[config.mk]
export PLATFORM = sky130hd
export DESIGN_NAME = ber_tlv_primitive_decoder
export DESIGN_NICKNAME = d
export VERILOG_FILES = /design/src/btlv_pkg.sv /design/src/btlv_apb_regs.sv /design/src/btlv_decode.sv /design/src/ber_tlv_primitive_decoder.sv
export VERILOG_INCLUDE_DIRS = /design/src /design/src/src
export SDC_FILE = /design/constraint.sdc
export NUM_CORES = 1
export LEC_CHECK = 0
export BUFFER_PORTS_ARGS = -buffer_cell sky130_fd_sc_hd__buf_2
export CELL_PAD_IN_SITES_DETAIL_PLACEMENT = 1
export CELL_PAD_IN_SITES_GLOBAL_PLACEMENT = 2
export CORE_MARGIN = 2
export CORE_UTILIZATION = 42
export CTS_BUF_LIST = sky130_fd_sc_hd__clkbuf_8
export CTS_CLUSTER_SIZE = 14
export DETAILED_ROUTE_END_ITERATION = 8
export HOLD_SLACK_MARGIN = 0.05
export PLACE_DENSITY_LB_ADDON = 0.1
export RECOVER_POWER = 50
export SYNTH_ARGS = -nofsm -noshare
export SYNTH_HDL_FRONTEND = slang
export SYNTH_SLANG_ARGS = --single-unit
[constraint.sdc]
create_clock -name clk_i -period 10 [get_ports clk_i]
set_clock_uncertainty 0.2 [all_clocks]
set_input_delay 1 -clock clk_i [delete_from_list [all_inputs] [get_ports clk_i]]
set_output_delay 1 -clock clk_i [all_outputs]
set_load 0.05 [all_outputs]
[src/assert_macros.svh]
// Assertion macros shared by the BER TLV decoder RTL.
// Every macro samples on clk_i and is quiet while rst_ni is low.
`ifndef ASSERT_MACROS_SVH
`define ASSERT_MACROS_SVH

// A property checked at every clock edge outside reset.
`define ASSERT_RST(label, prop, msg) \
  label: assert property (@(posedge clk_i) disable iff (!rst_ni) (prop)) else $error(msg);

// A condition that must be followed by another one in the next cycle.
`define ASSERT_NEXT(label, pre, post, msg) \
  label: assert property (@(posedge clk_i) disable iff (!rst_ni) (pre) |=> (post)) \
    else $error(msg);

`endif

[src/btlv_pkg.sv]
// Types and constants of the BER TLV primitive decoder.
// Used by the register block, the decode stage and the top level.
`default_nettype none

package btlv_pkg;

  localparam int unsigned CfgAddrW = 4;
  localparam logic [CfgAddrW-1:0] REG_EXPECTED_TAG = 4'h0;
  localparam logic [CfgAddrW-1:0] REG_VALUE_KIND   = 4'h4;
  localparam logic [CfgAddrW-1:0] REG_MAX_OCTETS   = 4'h8;

  localparam logic [31:0] EXPECTED_TAG_RESET = 32'd2;
  localparam logic [15:0] MAX_OCTETS_RESET   = 16'd256;

  localparam logic [7:0] CONSTRUCTED_BIT = 8'h20;
  localparam logic [7:0] LONG_FORM_BIT   = 8'h80;
  localparam logic [7:0] LEN_FIELD_MASK  = 8'h7F;
  localparam logic [6:0] MAX_LEN_BYTES   = 7'd4;

  typedef enum logic [1:0] {
    KIND_INTEGER = 2'd0,
    KIND_BOOLEAN = 2'd1,
    KIND_NULL    = 2'd2,
    KIND_OCTETS  = 2'd3
  } value_kind_e;

  typedef enum logic [2:0] {
    ST_OK              = 3'd0,
    ST_INSUFFICIENT    = 3'd1,
    ST_TAG_MISMATCH    = 3'd2,
    ST_LEN_MISMATCH    = 3'd3,
    ST_LEN_UNSUPPORTED = 3'd4
  } status_e;

  typedef enum logic [3:0] {
    PH_TAG  = 4'b0001,
    PH_LEN1 = 4'b0010,
    PH_LEN2 = 4'b0100,
    PH_DATA = 4'b1000
  } phase_e;

  typedef struct packed {
    logic [31:0] expected_tag;
    value_kind_e value_kind;
    logic [15:0] max_octets;
  } cfg_t;

  typedef struct packed {
    logic        valid;
    status_e     status;
    logic        element_done;
    logic [63:0] decoded_value;
    logic [7:0]  content_byte;
    logic        content_valid;
    logic [15:0] content_index;
    logic [30:0] element_length;
  } result_t;

endpackage

`default_nettype wire

[src/btlv_apb_regs.sv]
// APB register block of the BER TLV decoder: expected tag, value kind, octet limit.
// Depends on btlv_pkg for the register map and the configuration struct.
`default_nettype none

module btlv_apb_regs import btlv_pkg::*; (
  input  wire logic                clk_i,
  input  wire logic                rst_ni,
  input  wire logic                psel,
  input  wire logic                penable,
  input  wire logic                pwrite,
  input  wire logic [CfgAddrW-1:0] paddr,
  input  wire logic [31:0]         pwdata,
  output logic      [31:0]         prdata,
  output logic                     pready,
  output cfg_t                     cfg_o
);

  cfg_t cfg_q;
  logic wr_en;

  assign wr_en  = psel && penable && pwrite;
  assign pready = 1'b1;
  assign cfg_o  = cfg_q;

  always_ff @(posedge clk_i or negedge rst_ni) begin
    if (!rst_ni) begin
      cfg_q.expected_tag <= EXPECTED_TAG_RESET;
      cfg_q.value_kind   <= KIND_INTEGER;
      cfg_q.max_octets   <= MAX_OCTETS_RESET;
    end else if (wr_en) begin
      case (paddr)
        REG_EXPECTED_TAG: cfg_q.expected_tag <= pwdata;
        REG_VALUE_KIND:   cfg_q.value_kind   <= value_kind_e'(pwdata[1:0]);
        REG_MAX_OCTETS:   cfg_q.max_octets   <= pwdata[15:0];
        default: begin
        end
      endcase
    end
  end

  always_comb begin
    case (paddr)
      REG_EXPECTED_TAG: prdata = cfg_q.expected_tag;
      REG_VALUE_KIND:   prdata = {30'd0, cfg_q.value_kind};
      REG_MAX_OCTETS:   prdata = {16'd0, cfg_q.max_octets};
      default:          prdata = 32'd0;
    endcase
  end

endmodule

`default_nettype wire

[src/btlv_decode.sv]
// Decode stage of the BER TLV decoder: element state and the per-byte step.
// Depends on btlv_pkg; produces one result struct per processed byte.
`default_nettype none
`include "assert_macros.svh"

module btlv_decode import btlv_pkg::*; #(
  parameter int unsigned WORD_BYTES = 8,
  parameter int unsigned TAG_BYTES  = 4
) (
  input  wire logic       clk_i,
  input  wire logic       rst_ni,
  input  wire logic       step_i,
  input  wire logic [7:0] data_byte_i,
  input  wire logic       frame_end_i,
  input  wire cfg_t       cfg_i,
  output result_t         res_o
);

  localparam int unsigned TagBits = 8 * TAG_BYTES;
  localparam logic [31:0] TagMask = 32'((64'd1 << TagBits) - 64'd1);

  phase_e      phase_q, phase_d;
  logic [31:0] tag_accum_q, tag_accum_d;
  logic [2:0]  tag_left_q, tag_left_d;
  logic [2:0]  len_left_q, len_left_d;
  logic [31:0] len_accum_q, len_accum_d;
  logic [30:0] content_left_q, content_left_d;
  logic [63:0] value_accum_q, value_accum_d;
  logic [30:0] content_count_q, content_count_d;
  logic        err_hold_q, err_hold_d;

  logic [31:0] tag_masked;
  logic [1:0]  tag_size_m1;
  logic [31:0] prim_bit;

  function automatic logic [30:0] shown_length(input logic [31:0] len, input cfg_t cfg);
    logic [30:0] r;
    r = len[30:0];
    if (cfg.value_kind == KIND_OCTETS && len > {16'd0, cfg.max_octets}) begin
      r = {15'd0, cfg.max_octets};
    end
    return r;
  endfunction

  function automatic logic [63:0] sign_extend(input logic [63:0] v, input logic [31:0] nbytes);
    logic [63:0] r;
    r = v;
    for (int k = 1; k < 8; k++) begin
      if (nbytes == 32'(k) && v[8*k-1]) begin
        r = v | (~64'd0 << (8 * k));
      end
    end
    return r;
  endfunction

  assign tag_masked = cfg_i.expected_tag & TagMask;

  always_comb begin
    if (tag_masked[31:24] != 8'd0) begin
      tag_size_m1 = 2'd3;
    end else if (tag_masked[23:16] != 8'd0) begin
      tag_size_m1 = 2'd2;
    end else if (tag_masked[15:8] != 8'd0) begin
      tag_size_m1 = 2'd1;
    end else begin
      tag_size_m1 = 2'd0;
    end
  end

  assign prim_bit = {24'd0, CONSTRUCTED_BIT} << {tag_size_m1, 3'b000};

  always_comb begin
    logic [31:0] tag_acc_v;
    logic [2:0]  tag_left_v;
    logic [31:0] len_acc_v;
    logic [2:0]  len_left_v;
    logic [30:0] content_left_v;
    logic [63:0] value_acc_v;
    logic [6:0]  len_bytes;
    logic        done;
    logic        emit;
    logic        resolve;
    status_e     status;

    phase_d         = phase_q;
    tag_accum_d     = tag_accum_q;
    tag_left_d      = tag_left_q;
    len_left_d      = len_left_q;
    len_accum_d     = len_accum_q;
    content_left_d  = content_left_q;
    value_accum_d   = value_accum_q;
    content_count_d = content_count_q;
    err_hold_d      = err_hold_q;

    tag_acc_v      = tag_accum_q;
    tag_left_v     = tag_left_q;
    len_acc_v      = len_accum_q;
    len_left_v     = len_left_q;
    content_left_v = content_left_q;
    value_acc_v    = value_accum_q;
    len_bytes      = data_byte_i[6:0] & LEN_FIELD_MASK[6:0];
    done           = 1'b0;
    emit           = 1'b0;
    resolve        = 1'b0;
    status         = ST_OK;
    res_o          = '0;

    if (step_i && err_hold_q) begin
      if (frame_end_i) begin
        err_hold_d = 1'b0;
        phase_d    = PH_TAG;
        tag_left_d = 3'd0;
      end
    end else if (step_i) begin
      case (phase_q)
        PH_TAG: begin
          if (tag_left_q == 3'd0) begin
            tag_acc_v  = {24'd0, data_byte_i};
            tag_left_v = {1'b0, tag_size_m1};
          end else begin
            tag_acc_v  = {tag_accum_q[23:0], data_byte_i};
            tag_left_v = tag_left_q - 3'd1;
          end
          tag_accum_d = tag_acc_v;
          tag_left_d  = tag_left_v;
          if (tag_left_v == 3'd0) begin
            if ((tag_masked | prim_bit) != (tag_acc_v | prim_bit)) begin
              status = ST_TAG_MISMATCH;
              done   = 1'b1;
            end else begin
              phase_d = PH_LEN1;
            end
          end
        end
        PH_LEN1: begin
          if ((data_byte_i & LONG_FORM_BIT) == 8'd0) begin
            len_acc_v   = {25'd0, len_bytes};
            len_accum_d = len_acc_v;
            resolve     = 1'b1;
          end else if (len_bytes == 7'd0 || len_bytes > MAX_LEN_BYTES) begin
            status = ST_LEN_UNSUPPORTED;
            done   = 1'b1;
          end else begin
            len_left_d  = len_bytes[2:0];
            len_accum_d = 32'd0;
            phase_d     = PH_LEN2;
          end
        end
        PH_LEN2: begin
          len_acc_v   = {len_accum_q[23:0], data_byte_i};
          len_left_v  = len_left_q - 3'd1;
          len_accum_d = len_acc_v;
          len_left_d  = len_left_v;
          if (len_left_v == 3'd0) begin
            if (len_acc_v[31]) begin
              status = ST_LEN_UNSUPPORTED;
              done   = 1'b1;
            end else begin
              resolve = 1'b1;
            end
          end
        end
        PH_DATA: begin
          res_o.element_length = shown_length(len_accum_q, cfg_i);
          if (cfg_i.value_kind == KIND_INTEGER) begin
            value_acc_v = {value_accum_q[55:0], data_byte_i};
          end else if (cfg_i.value_kind == KIND_BOOLEAN) begin
            value_acc_v = {56'd0, data_byte_i};
          end else if (cfg_i.value_kind == KIND_OCTETS &&
                       content_count_q < {15'd0, cfg_i.max_octets}) begin
            res_o.content_valid = 1'b1;
            res_o.content_byte  = data_byte_i;
            res_o.content_index = content_count_q[15:0];
            emit                = 1'b1;
          end
          value_accum_d   = value_acc_v;
          content_count_d = content_count_q + 31'd1;
          content_left_v  = content_left_q - 31'd1;
          content_left_d  = content_left_v;
          if (content_left_v == 31'd0) begin
            done = 1'b1;
            if (cfg_i.value_kind == KIND_INTEGER) begin
              res_o.decoded_value = sign_extend(value_acc_v, len_accum_q);
            end else if (cfg_i.value_kind == KIND_BOOLEAN) begin
              res_o.decoded_value = {56'd0, value_acc_v[7:0]};
            end
          end
        end
        default: begin
        end
      endcase

      if (resolve) begin
        res_o.element_length = shown_length(len_acc_v, cfg_i);
        content_count_d      = 31'd0;
        content_left_d       = len_acc_v[30:0];
        value_accum_d        = 64'd0;
        phase_d              = PH_DATA;
        case (cfg_i.value_kind)
          KIND_INTEGER: begin
            if (len_acc_v == 32'd0) begin
              status = ST_LEN_MISMATCH;
              done   = 1'b1;
            end else if (len_acc_v > 32'(WORD_BYTES)) begin
              status = ST_LEN_UNSUPPORTED;
              done   = 1'b1;
            end
          end
          KIND_BOOLEAN: begin
            if (len_acc_v != 32'd1) begin
              status = ST_LEN_MISMATCH;
              done   = 1'b1;
            end
          end
          KIND_NULL: begin
            if (len_acc_v != 32'd0) begin
              status = ST_LEN_MISMATCH;
            end
            done = 1'b1;
          end
          default: begin
            if (len_acc_v == 32'd0) begin
              done = 1'b1;
            end
          end
        endcase
      end

      if (!done && frame_end_i) begin
        status              = ST_INSUFFICIENT;
        done                = 1'b1;
        res_o.decoded_value = 64'd0;
      end

      if (done) begin
        emit       = 1'b1;
        phase_d    = PH_TAG;
        tag_left_d = 3'd0;
        if (status != ST_OK) begin
          res_o.decoded_value = 64'd0;
          err_hold_d          = !frame_end_i;
        end
      end

      res_o.valid        = emit;
      res_o.status       = status;
      res_o.element_done = done;
    end
  end

  always_ff @(posedge clk_i or negedge rst_ni) begin
    if (!rst_ni) begin
      phase_q         <= PH_TAG;
      tag_accum_q     <= 32'd0;
      tag_left_q      <= 3'd0;
      len_left_q      <= 3'd0;
      len_accum_q     <= 32'd0;
      content_left_q  <= 31'd0;
      value_accum_q   <= 64'd0;
      content_count_q <= 31'd0;
      err_hold_q      <= 1'b0;
    end else begin
      phase_q         <= phase_d;
      tag_accum_q     <= tag_accum_d;
      tag_left_q      <= tag_left_d;
      len_left_q      <= len_left_d;
      len_accum_q     <= len_accum_d;
      content_left_q  <= content_left_d;
      value_accum_q   <= value_accum_d;
      content_count_q <= content_count_d;
      err_hold_q      <= err_hold_d;
    end
  end

  `ASSERT_RST(a_hold_is_silent, (step_i && err_hold_q) |-> !res_o.valid, "result while dropping bytes")
  `ASSERT_NEXT(a_fail_enters_hold, step_i && res_o.valid && res_o.status != ST_OK && !frame_end_i, err_hold_q, "failure mid-frame did not start dropping")
  `ASSERT_RST(a_phase_onehot, $onehot(phase_q), "phase register lost its one-hot code")

endmodule

`default_nettype wire

[src/ber_tlv_primitive_decoder.sv]
// BER TLV primitive decoder, top level: input register, decode stage, result register.
// An accepted byte is held in the input register, its result in the result register.
// Throughput is one byte per cycle, bytes with no result too, unless the output stalls.
// Reset clears the element state and the handshake; registers return to tag 2,
// integer kind and an octet limit of 256.
// Depends on btlv_pkg, btlv_apb_regs and btlv_decode.
`default_nettype none
`include "assert_macros.svh"

module ber_tlv_primitive_decoder import btlv_pkg::*; #(
  parameter int unsigned WORD_BYTES = 8,
  parameter int unsigned TAG_BYTES  = 4
) (
  input  wire logic                clk_i,
  input  wire logic                rst_ni,
  input  wire logic                in_valid_i,
  output logic                     in_stall_o,
  input  wire logic [7:0]          data_byte_i,
  input  wire logic                frame_end_i,
  output logic                     out_valid_o,
  input  wire logic                out_stall_i,
  output logic [2:0]               status_o,
  output logic                     element_done_o,
  output logic signed [63:0]       decoded_value_o,
  output logic [7:0]               content_byte_o,
  output logic                     content_valid_o,
  output logic [15:0]              content_index_o,
  output logic [30:0]              element_length_o,
  input  wire logic                psel,
  input  wire logic                penable,
  input  wire logic                pwrite,
  input  wire logic [CfgAddrW-1:0] paddr,
  input  wire logic [31:0]         pwdata,
  output logic      [31:0]         prdata,
  output logic                     pready
);

  cfg_t    cfg;
  result_t res;
  result_t out_q;

  logic       in_valid_q;
  logic [7:0] in_byte_q;
  logic       in_fend_q;
  logic       out_valid_q;
  logic       step_en;
  logic       in_accept;

  btlv_apb_regs u_regs (
    .clk_i   (clk_i),
    .rst_ni  (rst_ni),
    .psel    (psel),
    .penable (penable),
    .pwrite  (pwrite),
    .paddr   (paddr),
    .pwdata  (pwdata),
    .prdata  (prdata),
    .pready  (pready),
    .cfg_o   (cfg)
  );

  btlv_decode #(
    .WORD_BYTES (WORD_BYTES),
    .TAG_BYTES  (TAG_BYTES)
  ) u_decode (
    .clk_i       (clk_i),
    .rst_ni      (rst_ni),
    .step_i      (step_en),
    .data_byte_i (in_byte_q),
    .frame_end_i (in_fend_q),
    .cfg_i       (cfg),
    .res_o       (res)
  );

  assign step_en    = in_valid_q && (!out_valid_q || !out_stall_i);
  assign in_stall_o = in_valid_q && !step_en;
  assign in_accept  = in_valid_i && !in_stall_o;

  always_ff @(posedge clk_i or negedge rst_ni) begin
    if (!rst_ni) begin
      in_valid_q  <= 1'b0;
      out_valid_q <= 1'b0;
    end else begin
      if (in_accept) begin
        in_valid_q <= 1'b1;
      end else if (step_en) begin
        in_valid_q <= 1'b0;
      end
      if (step_en && res.valid) begin
        out_valid_q <= 1'b1;
      end else if (!out_stall_i) begin
        out_valid_q <= 1'b0;
      end
    end
  end

  always_ff @(posedge clk_i) begin
    if (in_accept) begin
      in_byte_q <= data_byte_i;
      in_fend_q <= frame_end_i;
    end
    if (step_en && res.valid) begin
      out_q <= res;
    end
  end

  assign out_valid_o      = out_valid_q;
  assign status_o         = out_q.status;
  assign element_done_o   = out_q.element_done;
  assign decoded_value_o  = $signed(out_q.decoded_value);
  assign content_byte_o   = out_q.content_byte;
  assign content_valid_o  = out_q.content_valid;
  assign content_index_o  = out_q.content_index;
  assign element_length_o = out_q.element_length;

  `ASSERT_RST(a_out_has_cause, out_valid_o |-> (element_done_o || content_valid_o), "result without cause")
  `ASSERT_RST(a_value_only_ok, (out_valid_o && decoded_value_o != 64'sd0) |-> (element_done_o && status_o == ST_OK), "value on unfinished or failed element")
  `ASSERT_RST(a_content_status, (out_valid_o && content_valid_o) |-> (status_o == ST_OK || status_o == ST_INSUFFICIENT), "content byte with a decode failure")

endmodule

`default_nettype wire
== After elaboration in Yosys (flattened, before gate mapping) ==
Cells that the tools add are included.

* Register bits: 378
* Input port bits: 52
* Output and inout bits: 159
* Word-level logic and storage cells: 252

* Add/sub/neg operators: 4
* Magnitude comparators: 5
* Equality and inequality tests: 27
* Shift operators: 1
* Muxes and demuxes: 125
* Bitwise gates (word level): 6
* Reduce and logical (&&, ||, !) cells: 61

{| class="wikitable"
|+ Operator list
! operator !! count
|-
| $mux 64 || 19
|-
| $mux 32 || 9
|-
| $mux 125 || 2
|-
| $mux 31 || 7
|-
| $eq 32x3->1 const B || 4
|-
| $pmux 32 s2 || 2
|-
| $mux 120 || 1
|-
| $pmux 32 s3 || 1
|-
| $mux 25 || 3
|-
| $mux 3 || 24
|-
| $eq 32x2->1 const B || 2
|-
| $gt 32x16->1 || 2
|-
| $or 32x32->32 || 2
|-
| $mux 1 || 37
|-
| $mux 4 || 9
|-
| $eq 32x1->1 const B || 1
|-
| $gt 32x4->1 const B || 1
|-
| $logic_not 32->1 || 1
|-
| $ne 32x1->1 const B || 1
|-
| $ne 32x32->1 || 1
|-
| $reduce_bool 32->1 || 1
|-
| $shl 6x5->32 const A || 1
|-
| $add 31x1->31 const B || 1
|-
| $logic_not 31->1 || 1
|-
| 44 further kinds || 96
|}

== Logic depth before layout (Yosys ltp) ==
* Word-level depth: 29
* Gate-level depth with buffers: 16

== Hierarchy ==
From an unflattened synthesis, not the netlist that was laid out.

* Cells, all modules: 1809
* Area, all modules: 19078.3 um2

{| class="wikitable"
|+ Modules (own cells, without submodules)
! module !! instances !! cells an instance !! area an instance (um2) !! seq. area each (um2)
|-
| btlv_decode || 1 || 1508 || 12729.7 || 4630.7
|-
| ber_tlv_primitive_decoder || 1 || 144 || 4092.7 || 4043.9
|-
| btlv_apb_regs || 1 || 157 || 2255.9 || 1253.7
|}

== Worst setup path before layout ==
Ideal clock, no wire load.

* Path kind: register to register
* From: register u_decode.content_left_q[2]
* To: register out_q, in the netlist content_byte_o[0] (enable)
* Arrival time: 4.709 ns
* Data required time: 9.369 ns
* Setup slack: 4.660 ns
* Cell stages (with the launch flop): 13
* Cell sequence: dfrtp_1 buf_2 or4_1 clkbuf_2 or4_1 buf_2 a211oi_1 o211ai_1 or4b_2 o32ai_1 nor3_2 a21oi_1 or2_2

* Word-level cells in the longest chain between the ends: 19
* Elaborated cells between the ends (all ways): 21

{| class="wikitable"
|+ RTL lines
! what !! line !! source
|-
| start, declared || btlv_decode.sv:27 || <nowiki>logic [30:0] content_left_q, content_left_d;</nowiki>
|-
| start signal, assigned || btlv_decode.sv:268 || <nowiki>content_left_q <= content_left_d;</nowiki>
|-
| $sub 31x1->31 (*) || btlv_decode.sv:178 || <nowiki>content_left_v = content_left_q - 31'd1;</nowiki>
|-
| $logic_not 31->1 (*) || btlv_decode.sv:180 || <nowiki>if (content_left_v == 31'd0) begin</nowiki>
|-
| $mux 1 (*) || btlv_decode.sv:180 ||
|-
| $pmux 1 s4 (*) || btlv_decode.sv:115 || <nowiki>case (phase_q)</nowiki>
|-
| $mux 1 || btlv_decode.sv:204 || <nowiki>end else if (len_acc_v > 32'(WORD_BYTES)) begin</nowiki>
|-
| $mux 1 || btlv_decode.sv:201 || <nowiki>if (len_acc_v == 32'd0) begin</nowiki>
|-
| $pmux 1 s3 || btlv_decode.sv:199 || <nowiki>case (cfg_i.value_kind)</nowiki>
|-
| $mux 1 (*) || btlv_decode.sv:193 || <nowiki>if (resolve) begin</nowiki>
|-
| (+3 left out) || - ||
|-
| $logic_and 1x1->1 || btlv_decode.sv:229 || <nowiki>if (!done && frame_end_i) begin</nowiki>
|-
| $mux 1 (*) || btlv_decode.sv:229 ||
|-
| $mux 1 (*) || btlv_decode.sv:114 || <nowiki>end else if (step_i) begin</nowiki>
|-
| $mux 1 (*) || btlv_decode.sv:108 || <nowiki>if (step_i && err_hold_q) begin</nowiki>
|-
| $mux 1 (*) || btlv_decode.sv:235 || <nowiki>if (done) begin</nowiki>
|-
| $mux 125 (*) || btlv_decode.sv:114 ||
|-
| $mux 125 (*) || btlv_decode.sv:108 ||
|-
| $logic_and 1x1->1 (*) || ber_tlv_primitive_decoder.sv:102 || <nowiki>if (step_en && res.valid) begin</nowiki>
|-
| end signal, assigned || ber_tlv_primitive_decoder.sv:103 || <nowiki>out_q <= res;</nowiki>
|-
| end, declared || ber_tlv_primitive_decoder.sv:40 || <nowiki>result_t out_q;</nowiki>
|}

Every way passes the cells marked *; elsewhere a longest branch is shown, timed or not. The select of a mux whose other input is x is not followed.
A chain may end at the register's enable or synchronous reset.

==> flow_summary.ini <==
[clock_network]
clk_pin_slew_worst_paths_ns = 0.06
cts_resized = 0
cts_setup_buffers = 0
ctsRootBufferMaster = clkbuf_8
numCtsBuffers = 67
postCtsHoldBufs = 0
cts.sinks = 370
clk_latency_ns = 0.65
cts_tree = yes
ctsHtreeMaxLevel = 3
clockBufferDepth = 3

[floorplanning]
die_area_um2 = 47400
fp.dieH_um = 217.7
coreArea_um2 = 45190
die_w_um = 217.7
num_io_pins = 211
fp-row-count = 78
start_util_pct = 42.45

[status]
failed_checks = capacitance limit, slew limit
outcome = finished, violations left

[logic_synthesis]
synth-seq-area-share_pct = 51.76
synth.distinct_cells = 73
synth_ff_type = dfrtp_1
synthCells = 1887
synth_edf_count = 133
synth-seq-cells = 370
yosysTopAreaCell = dfrtp_1
yosys_warnings = 0
synth_nets = 1993
ys_top_cells_by_area = dfrtp_1, edfxtp_1, nand2_1, o21ai_0, ha_1
synthArstFlopShare_pct = 64.05
netlist_area_um2 = 19180
synthTopCellsByCount = dfrtp_1, nand2_1, o21ai_0
postSynthAreaPerCell_um2 = 10.17
synth_top_area_share_pct = 30.53
yosysMostFrequentCell = dfrtp_1

[route]
wire_per_inst_um = 23.70
vias = 15860
drc = 0
vias_per_cell = 5.796
drtPass1Iterations = 5
drt_wl_total_mm = 64.83
drtAntennaViolNets = 0
drt_iter0_drc = 1050

[layout]
multiInputGateArea_um2 = 8648
seq_area_um2 = 9928
nFillCells = 5160
fin_cells = 2736
syn2layout_area_growth_pct = 14.26
utilization_pct = 48.50
final_nets = 2191
diodes = 0
drive_above_1_share_pct = 12.55

[power_and_ir_drop]
powerDensity_nw_per_um2 = 188.3
vdd_drop_max_mv = 0.1188
leakage_nw = 9.006

[setup_path]
crit_chain = clkbuf_1, clkbuf_2
slowest_delay_ns = 4.38
cp_data_required_time_ns = 10.25
crit_path_end_kind = async pin
cp.buffers_inverters = 2
cp_top_family = buffers and inverters
cpMaxStageDelayCell = clkbuf_1
worstSetupPathType = in2async
path_max_fanout = 107
worst-r2r-setup-slack_ns = 4.10
start_kind = input pin
arrival_ns = 7.29

[sta]
tns_ns = 0
finalCriticalPeriod_ns = 7.033
rsz0062_at_grt = false
timing.slew.headroom_pct = -326.2
hold_viol = 0
setup-violations-final = 0
tightest_slew_ns = 6.392
slew_violations = 246
fmax_mhz = 142.2
min_period_over_period_pct = 70.33

[global_routing]
antenna_found_initial = 1
track_usage_pct = 27.59
gr-total-overflow = 0
grt_max_degree = 108
grt_pass1_wl_mm = 99.65
grt_pass1_vias = 16500

[job]
drv_cap = 4

[hold_path]
hold_class = reg2reg

[place]
dp.cells = 2616
place.gp.congestion = 0.9091
port_buffers = 209
dp.final_hpwl_mm = 45.40
## state kept, by name, summed over array words and instances (netlist names), 8 cells and up
name / cells
u_decode.tag_accum_q: 24
u_decode.value_accum_q: 56
in_byte_q: 8
content_byte_o: 8
u_decode.content_count_q: 31
u_regs.cfg_o: 50
u_decode.content_left_q: 31
element_length_o: 31
decoded_value_o: 64
content_index_o: 16
u_decode.len_accum_q: 32
## kinds of logic after synthesis
logic type,share of synthesized area (%)
adder cells (fa/ha/maj),3.522
AND/OR/NAND/NOR,17.73
buffers and inverters,3.418
multiplexers,4.722
other,0.01955
AO/OA/AOI/OAI,16.78
flip-flops,51.76
XOR/XNOR,2.055
## where the power goes
group	switching [mW]	total, mW	internal (mW)	leakage [nW]
Clock	0.673	1.42	0.747	0.729
Sequential	0.148	1.89	1.74	4.43
Combinational	0.601	0.816	0.215	3.85
## worst paths after layout
kind / endpoint / depth (start not counted) / from
worst max register to register: content_byte_o[6] / 10 / u_decode.phase_q[1]
worst max-delay path: u_decode.content_count_q[17] / 2 / rst_ni
max in group clk_i: content_byte_o[6] / 10 / u_decode.phase_q[1]
worst min-delay path: u_decode.tag_accum_q[19] / 2 / u_decode.tag_accum_q[19]
worst min register to register: u_decode.tag_accum_q[19] / 2 / u_decode.tag_accum_q[19]
min in group asynchronous: u_decode.tag_left_q[2] / 1 / rst_ni
## placed cells by master (no fill, tap or decap), drive strengths merged, types with 8 or more instances in the layout
cell    count
a21boi     14
or4        15
and3        9
o32ai       8
o21a       57
ha         54
inv        72
clkbuf    211
buf       105
nand4      31
dfrtp     234
o22ai      26
a31oi      21
nand2     231
o21ai     158
nor2b      14
mux2i      41
or3        19
xor2       24
and2       57
nor4       35
nor3       39
nor4b       9
a22o       57
edfxtp    133
clkinv     21
nand3      43
nand4b      8
a22oi       9
a21o        9
xnor2      21
nand2b     17
mux2       44
o211ai     10
nor2      101
a21oi      98
## routing by layer
metal	global-route usage (%)	part of all wire [%]	vias up
met2	44.20	47	405
met3	4.658	5.0	134
met1	36.81	44	7991
li1	-	-	7327
met5	0	0.020	-
met4	12.26	3.9	2
## per-stage QoR
stage / total power, mW / instance area (um^2) / hold slack, ns / worst slack, ns
after floorplan: 2.459 / 19180 / 0.2496 / 4.660
after global placement: 2.724 / 20820 / 0.2623 / 4.269
after detailed placement: 2.752 / 20820 / 0.2793 / 4.086
after CTS: 4.190 / 22120 / 0.2572 / 4.052
after global routing: 4.325 / 21920 / 0.3053 / 1.875
final: 4.127 / 21920 / 0.2842 / 2.967
## worst min-delay path: stages, from the launching register on
cell and delay, ns:
dfrtp_1 0.34, nand2_1 0.05, o21ai_0 0.06
## layout make-up
type                       instances  area share, %
sequential                       370          45.30
tap                              600          3.425
clock inverter                    45          1.222
clock buffer                      75          4.710
timing repair buffer             241          5.029
multi-input combinational       1355          39.46
inverter                          50         0.8563
No activity file was read; power rests on OpenSTA's default activity.
